===== config.mk =====
export PLATFORM = sky130hd
export DESIGN_NAME = qct_ctrl
export DESIGN_NICKNAME = d
export VERILOG_FILES = /design/src/rtl/qct_pkg.sv /design/src/rtl/qct_ctrl.sv
export SDC_FILE = /design/constraint.sdc
export NUM_CORES = 1
export LEC_CHECK = 0
export ABC_CLOCK_PERIOD_IN_PS = 3200
export BUFFER_PORTS_ARGS = -buffer_cell sky130_fd_sc_hd__buf_2
export CAP_MARGIN = 20
export CORE_UTILIZATION = 30
export CTS_CLUSTER_DIAMETER = 120
export DETAILED_ROUTE_END_ITERATION = 10
export PLACE_DENSITY_LB_ADDON = 0.12
export SYNTH_ARGS = -nofsm -noshare
export SYNTH_HDL_FRONTEND = slang
export SYNTH_SLANG_ARGS = --single-unit

===== constraint.sdc =====
create_clock -name clk -period 3.2 [get_ports clk]
set_input_delay 0.16 -clock clk [delete_from_list [all_inputs] [get_ports clk]]
set_output_delay 0.16 -clock clk [all_outputs]
set_load 0.005 [all_outputs]

===== src/rtl/qct_pkg.sv =====
// Package for the quorum commit tracker: widths, event kinds, status codes,
// controller states and the controller/datapath command and status structs.
// No dependencies.
package qct_pkg;

	localparam int VER_W        = 63;
	localparam int TAG_W        = 16;
	localparam int KIND_W       = 3;
	localparam int STATUS_W     = 3;
	localparam int CFG_IDX_W    = 2;
	localparam int CFG_DATA_W   = 4;
	localparam int MAX_SERVERS_DEF = 8;
	localparam int QUEUE_DEPTH_DEF = 16;
	localparam int IN_DATA_W    = 88;  // 3+3+63+16 = 85, padded to bytes
	localparam int OUT_DATA_W   = 88;  // 3+16+63 = 82, padded to bytes

	localparam logic [KIND_W-1:0] KIND_REPORT  = 3'd0;
	localparam logic [KIND_W-1:0] KIND_CURRENT = 3'd1;
	localparam logic [KIND_W-1:0] KIND_PUSH    = 3'd2;
	localparam logic [KIND_W-1:0] KIND_ADD     = 3'd3;
	localparam logic [KIND_W-1:0] KIND_FLUSH   = 3'd4;

	localparam logic [STATUS_W-1:0] ST_ACK      = 3'd0;
	localparam logic [STATUS_W-1:0] ST_DONE     = 3'd1;
	localparam logic [STATUS_W-1:0] ST_QUEUED   = 3'd2;
	localparam logic [STATUS_W-1:0] ST_RETRY    = 3'd3;
	localparam logic [STATUS_W-1:0] ST_FULL     = 3'd4;
	localparam logic [STATUS_W-1:0] ST_RELEASED = 3'd5;

	localparam logic [CFG_IDX_W-1:0] REG_SERVER_COUNT = 2'd0;
	localparam logic [CFG_IDX_W-1:0] REG_SLAVE_COUNT  = 2'd1;
	localparam logic [CFG_IDX_W-1:0] REG_LEAD_EN      = 2'd2;
	localparam logic [CFG_IDX_W-1:0] REG_IN_TERM      = 2'd3;

	localparam int STATE_W = 4;
	localparam logic [STATE_W-1:0] S_IDLE    = 4'd0;
	localparam logic [STATE_W-1:0] S_DISPATCH= 4'd1;
	localparam logic [STATE_W-1:0] S_SCAN    = 4'd2;  // gather eligible slaves
	localparam logic [STATE_W-1:0] S_RANK    = 4'd3;  // rank candidates
	localparam logic [STATE_W-1:0] S_RELEASE = 4'd4;  // check queue head
	localparam logic [STATE_W-1:0] S_POP     = 4'd5;  // shift queue down
	localparam logic [STATE_W-1:0] S_FIND    = 4'd6;  // find insert slot
	localparam logic [STATE_W-1:0] S_SHIFT   = 4'd7;  // shift queue up
	localparam logic [STATE_W-1:0] S_EMIT    = 4'd8;  // result word waiting

	// controller -> datapath
	typedef struct packed {
		logic load;        // latch the accepted word
		logic wr_slave;    // store report into its slot
		logic wr_current;
		logic push;        // raise confirmed to the word's version
		logic scan_start;
		logic scan_step;
		logic rank_start;
		logic rank_step;
		logic rank_commit;
		logic pop_start;
		logic pop_step;
		logic find_start;
		logic find_step;
		logic shift_step;
		logic insert;      // write new entry at slot
		logic emit;        // load result register
		logic [STATUS_W-1:0] emit_status;
		logic emit_head;   // tag from queue head, else request tag / zero
		logic emit_req;    // tag from request
		logic emit_last;
	} qct_cmd_t;

	// datapath -> controller
	typedef struct packed {
		logic [KIND_W-1:0] kind;
		logic ver_gt_conf;    // word version > confirmed
		logic queue_empty;
		logic queue_full;
		logic head_ready;     // head version <= confirmed
		logic conf_lt_cur;
		logic scan_done;
		logic quorum_ok;      // eligible + 1 >= majority
		logic majority_one;
		logic rank_done;
		logic pop_done;
		logic find_done;
		logic shift_done;
	} qct_stat_t;

endpackage


===== src/rtl/qct_ctrl.sv =====
// Controller state machine of the quorum commit tracker.
// Depends on qct_pkg; drives the datapath only through qct_cmd_t.
module qct_ctrl (
	input  logic             clk,
	input  logic             arst_n,
	input  logic             in_fire,
	input  logic             lead_en,
	input  logic             in_term,
	input  logic             out_free,
	output logic             busy,
	input  qct_pkg::qct_stat_t stat,
	output qct_pkg::qct_cmd_t  cmd
);
	import qct_pkg::*;

	logic [STATE_W-1:0] state_q, state_d;
	logic flush_q, flush_d;  // release run is a flush (retry status)

	assign busy = (state_q != S_IDLE);

	always_comb begin
		cmd = '0;
		state_d = state_q;
		flush_d = flush_q;
		unique case (state_q)
			S_IDLE: begin
				if (in_fire) begin
					cmd.load = 1'b1;
					state_d = S_DISPATCH;
				end
			end
			S_DISPATCH: begin
				flush_d = 1'b0;
				unique case (stat.kind)
					KIND_REPORT: begin
						cmd.wr_slave = 1'b1;
						if (stat.ver_gt_conf && lead_en) begin
							cmd.scan_start = 1'b1;
							state_d = S_SCAN;
						end else begin
							state_d = S_RELEASE;
						end
					end
					KIND_CURRENT: begin
						cmd.wr_current = 1'b1;
						state_d = S_RELEASE;
						flush_d = 1'b1;  // empty run: straight to ack
					end
					KIND_PUSH: begin
						cmd.push = 1'b1;
						state_d = S_RELEASE;
					end
					KIND_ADD: begin
						if (!stat.ver_gt_conf) begin
							cmd.emit = 1'b1;
							cmd.emit_status = ST_DONE;
							cmd.emit_req = 1'b1;
							cmd.emit_last = 1'b1;
							state_d = S_EMIT;
						end else if (stat.queue_full) begin
							cmd.emit = 1'b1;
							cmd.emit_status = ST_FULL;
							cmd.emit_req = 1'b1;
							cmd.emit_last = 1'b1;
							state_d = S_EMIT;
						end else if (!in_term) begin
							cmd.emit = 1'b1;
							cmd.emit_status = ST_RETRY;
							cmd.emit_req = 1'b1;
							cmd.emit_last = 1'b1;
							state_d = S_EMIT;
						end else begin
							cmd.find_start = 1'b1;
							state_d = S_FIND;
						end
					end
					KIND_FLUSH: begin
						flush_d = 1'b1;
						state_d = S_RELEASE;
					end
					default: begin
						flush_d = 1'b1;
						state_d = S_RELEASE;
					end
				endcase
			end
			S_SCAN: begin
				if (stat.scan_done) begin
					if (!stat.quorum_ok) begin
						state_d = S_RELEASE;
					end else begin
						cmd.rank_start = 1'b1;
						state_d = S_RANK;
					end
				end else begin
					cmd.scan_step = 1'b1;
				end
			end
			S_RANK: begin
				if (stat.rank_done) begin
					cmd.rank_commit = 1'b1;
					state_d = S_RELEASE;
				end else begin
					cmd.rank_step = 1'b1;
				end
			end
			S_RELEASE: begin
				// kind 1 and unknown kinds land here with flush_q set but no
				// release allowed: kind 4 releases only when confirmed < current
				if (out_free) begin
					if (!stat.queue_empty &&
					    ((flush_q && stat.kind == KIND_FLUSH && stat.conf_lt_cur) ||
					     (!flush_q && stat.head_ready))) begin
						cmd.emit = 1'b1;
						cmd.emit_status = flush_q ? ST_RETRY : ST_RELEASED;
						cmd.emit_head = 1'b1;
						cmd.pop_start = 1'b1;
						state_d = S_POP;
					end else begin
						cmd.emit = 1'b1;
						cmd.emit_status = ST_ACK;
						cmd.emit_last = 1'b1;
						state_d = S_EMIT;
					end
				end
			end
			S_POP: begin
				if (stat.pop_done) state_d = S_RELEASE;
				else cmd.pop_step = 1'b1;
			end
			S_FIND: begin
				if (stat.find_done) state_d = S_SHIFT;
				else cmd.find_step = 1'b1;
			end
			S_SHIFT: begin
				if (stat.shift_done) begin
					if (out_free) begin
						cmd.insert = 1'b1;
						cmd.emit = 1'b1;
						cmd.emit_status = ST_QUEUED;
						cmd.emit_req = 1'b1;
						cmd.emit_last = 1'b1;
						state_d = S_EMIT;
					end
				end else begin
					cmd.shift_step = 1'b1;
				end
			end
			S_EMIT: begin
				state_d = S_IDLE;
			end
			default: state_d = S_IDLE;
		endcase
	end

	always_ff @(posedge clk or negedge arst_n) begin
		if (!arst_n) begin
			state_q <= S_IDLE;
			flush_q <= 1'b0;
		end else begin
			state_q <= state_d;
			flush_q <= flush_d;
		end
	end

endmodule


* After elaboration in Yosys (flattened, before gate mapping) *
Index checks and enable logic that the tools add are counted.
Widths: inputs -> output; s select.

operators by class
  mux-type cells = 67
  equal/unequal tests = 19
  reductions and logical operators = 13

operator list
  operator            number
  $mux 4              17
  $pmux 4 s8          1
  $mux 1              29
  $mux 2              9
  $eq 4x3->1 const B  4
  $ne 2x2->1 const B  8
  $mux 5              3
  $mux 3              4
  $pmux 4 s3          1
  $eq 4x2->1 const B  2
  $pmux 4 s2          1
  $reduce_and 8->1    1
  $eq 3x2->1 const B  2
  $logic_and 1x1->1   5
  $eq 4x1->1 const B  1
  $logic_not 4->1     1
  $reduce_bool 4->1   1
  $eq 3x1->1 const B  1
  $eq 3x3->1 const B  1
  $logic_not 3->1     1
  $pmux 1 s3          1
  $reduce_or 3->1     1
  $logic_not 1->1     2
  $pmux 1 s2          1
  $logic_or 1x1->1    1

storage, ports and cells
  bits of input ports = 21
  output and inout port bits = 23
  bits in registers = 5
  word-level logic and storage cells = 101

* Logic depth before layout (Yosys ltp) *
  depth after elaboration = 8
  gate-level depth with buffers = 7
  gate-level depth less buffers = 5

* Least setup slack after synthesis *
OpenSTA, ideal clock, no wires.

  path type = register -> output
  start = reg state_q[2]
  end = out cmd[4] in the netlist's numbering
  cell stages (with the launch flop) = 8
  data required time = 3.040 ns
  arrival = 1.605 ns
  slack = 1.435 ns
  path buffers = 2
  cell sequence = dfrtp_1 -> buf_6 -> or4b_1 -> buf_2 -> nor2_1 -> nand2_1 -> nor3_1 -> a211o_1

RTL lines
  element                 RTL line         text
  start, declared         qct_ctrl.sv:16   logic [STATE_W-1:0] state_q, state_d;
  start signal, assigned  qct_ctrl.sv:161  state_q <= state_d;
  end, declared           qct_ctrl.sv:12   output qct_pkg::qct_cmd_t cmd

==> flow_metrics.env <==
export IMPL_layout_nets=158
export IMPL_fmax_mhz=412.4
export IMPL_numClockSinks=5
export IMPL_firstDrtPassIters=4
export IMPL_syn_cell_area_sq_um=666.9
export IMPL_period_share_pct=75.78
export IMPL_yosys_area_top_type="dfrtp_1"
export IMPL_hold_class="in -> async"
export IMPL_drt_iter0_drc=28
export IMPL_fin_worst_skew_ns=0.002551
export IMPL_path_clk_slew_ns=0.05
export IMPL_grt_pass1_vias=726
export IMPL_finalHoldViolations=0
export IMPL_cts_resized=0
export IMPL_yosysMostFrequentCell="nor2_1"
export IMPL_crit_path_top_delay_cell="or4b_1"
export IMPL_synth_top_area_share_pct=18.76
export IMPL_crit_buf_inv=1
export IMPL_path_cells="or4b_1 -> nor2_1 -> nand2_1 -> nor3_1 -> a211o_1 -> buf_2"
export IMPL_startpoint="state_q[2]"
export IMPL_cp_data_arrival_time_ns=2.26
export IMPL_worstSkewPairLatency_ns=0.25
export IMPL_cp_start_kind="flip-flop"
export IMPL_design_portCount=44
export IMPL_dieArea_sq_um=2416
export IMPL_antenna_found_initial=0
export IMPL_grt_overflow=0
export IMPL_yosysWarnings=0
export IMPL_antenna_left=0
export IMPL_async_reset_ff_share_pct=100.0
export IMPL_ys_flop_type="dfrtp_1"
export IMPL_powerDensity_nw_per_um2=549.9
export IMPL_wl_per_cell_um=11.92
export IMPL_synth_common_cells="10 x nor2_1, 8 x nand2_1, 8 x nor3_1, 6 x nor2b_1"
export IMPL_reg2reg_to="state_q[2]"
export IMPL_max_vdd_ir_drop_mv=0.2050
export IMPL_htreeDepth=1
export IMPL_rrSetupSlack_ns=1.14
export IMPL_grt_pass1_wl_mm=3.153
export IMPL_cp_top_family="simple AND/OR/NAND/NOR gates"
export IMPL_fin_crit_ns=2.425
export IMPL_netlist_instances=96
export IMPL_initial_core_util_pct=32.98
export IMPL_via_per_inst=5.172
export IMPL_syn2layout_area_growth_pct=35.27
export IMPL_die_w_um=49.15
export IMPL_antenna_cells=0
export IMPL_slew_headroom_pct=61.36
export IMPL_seqCellArea_sq_um=125.1
export IMPL_core_sq_um=2022
export IMPL_tritoncts="done"
export IMPL_crit_path_end_kind="output pin"
export IMPL_drc=0
export IMPL_via_count=843
export IMPL_gp_congestion=0.7367
export IMPL_syn_avg_cell_area_sq_um=6.947
export IMPL_synth_area_top_cells="dfrtp_1 19%, nor3_1 6.0%, nor2_1 5.6%"
export IMPL_power_leakage_nw=0.4876
export IMPL_finalSetupViolations=0
export IMPL_finalSetupTns_ns=0
export IMPL_port_buffers=42
export IMPL_drive_above_1_share_pct=33.09
export IMPL_status="finished, final reports clean"
export IMPL_cp_required_ns=3.04
export IMPL_num_rows=16
export IMPL_synth_edf_count=0
export IMPL_cts_buffers=3
export IMPL_track_usage_pct=16.88
export IMPL_tightestPinTransition_ns=0.5743
export IMPL_worstPathMaxFanout=20
export IMPL_cts_buffer_depth=2
export IMPL_grt_max_degree=21
export IMPL_cap_violations=0
export IMPL_routed_wl_mm=1.943
export IMPL_seq_area_frac_synth_pct=18.76
export IMPL_die_h_um=49.15
export IMPL_ys_types=37
export IMPL_root_buffer="clkbuf_4"
export IMPL_multi_input_area_sq_um=478.0
export IMPL_r2r_start="state_q[2]"
export IMPL_grt_setup_unrepaired="no"
export IMPL_maxSlewViolCount=0
export IMPL_reg2reg_depth=5
export IMPL_slowest_delay_ns=0.72
export IMPL_criticalPathCategory="reg -> out"
export IMPL_syn_nets=117
export IMPL_synth_seq_cells=5
export IMPL_fin_util_pct=44.62
export IMPL_hpwl_mm=1.501
export IMPL_fillers=233
==> state kept, by name (all words and copies together), names as in the netlist <==
| register | count |
|---|---|
| flush_q | 1 |
| state_q | 4 |
==> worst register-to-register path, delay by kind of cell (launching register included) <==
kind | cells | cell delay [ns]
DFF | 1 | 0.58
AOI/OAI and AO/OA | 4 | 1.11
and+or+nand+nor | 1 | 0.26
==> cells in the final DEF (no fill, tap or decap), types with 3 or more instances in the layout <==
cell      synthesis  final
buf_2             3     42
nor2_1           10     10
nand2_1           8      8
nor3_1            8      8
nor2b_1           6      6
inv_1             5      5
a21oi_1           5      5
o21ai_0           5      5
nor4_1            5      5
dfrtp_1           5      5
nand2b_1          4      4
clkbuf_4          0      3
==> cells by family after synthesis <==
kind of cell,Yosys count,synth area share [%]
AND/OR/NAND/NOR,55,46.53
AO/OA/AOI/OAI,24,25.14
buffers and inverters,12,9.567
flip-flops,5,18.76
==> stage by stage <==
step / instances / area (sq um) / setup slack [ns] / hold WS [ns] / power, W
2_1_floorplan: 96 / 666.9 / 1.435 / -0.1356 / 0.0003513
3_3_place_gp: 158 / 865.8 / 1.069 / -0.02489 / 0.0004176
3_5_place_dp: 158 / 865.8 / 1.046 / -0.01839 / 0.0004187
4_1_cts: 163 / 902.1 / 0.7748 / 0.2499 / 0.0004991
5_1_grt: 163 / 902.1 / 0.6291 / 0.2789 / 0.0005467
6_report: 163 / 902.1 / 0.7751 / 0.2506 / 0.0004961
==> how the worst max path moves through the flow <==
| stage | slack (ns) | depth (start not counted) | endpoint |
|---|---|---|---|
| 2_1_floorplan | 1.44 | 7 | cmd[4] |
| 3_3_place_gp | 1.07 | 6 | cmd[4] |
| 3_5_place_dp | 1.05 | 6 | cmd[4] |
| 4_1_cts | 0.77 | 6 | cmd[4] |
| 5_1_grt | 0.63 | 5 | cmd[0] |
| 6_report | 0.78 | 6 | cmd[4] |
==> where the power goes <==
group | switching, W | total, W | internal (W)
clock network | 0.0000288 | 0.0000762 | 0.0000473
logic | 0.000142 | 0.000263 | 0.000122
registers | 0.0000709 | 0.000157 | 0.0000856
==> routing by layer <==
metal / routed length [um] / global-route usage, % / up-vias
met3: 88 / 1.869 / 4
met4: 31 / 8.824 / 0
li1: - / - / 442
met5: 0 / 0 / -
met1: 982 / 23.82 / 372
met2: 840 / 24.89 / 25
==> what timing repair did <==
action | 4_1_cts | 5_1_grt
buffers inserted | 0 | 0
hold endpoints to repair | 5 | 0
hold buffers | 1 | 0
setup endpoints to repair | 0 | 0
==> layout make-up <==
class / count / share of cell area [%]
Clock buffer: 4 / 2.913
Multi-Input combinational cell: 79 / 52.98
Tap cell: 27 / 3.745
Sequential cell: 5 / 13.87
Timing Repair Buffer: 43 / 24.41
Inverter: 5 / 2.080
(Power assumes the default switching activity.)
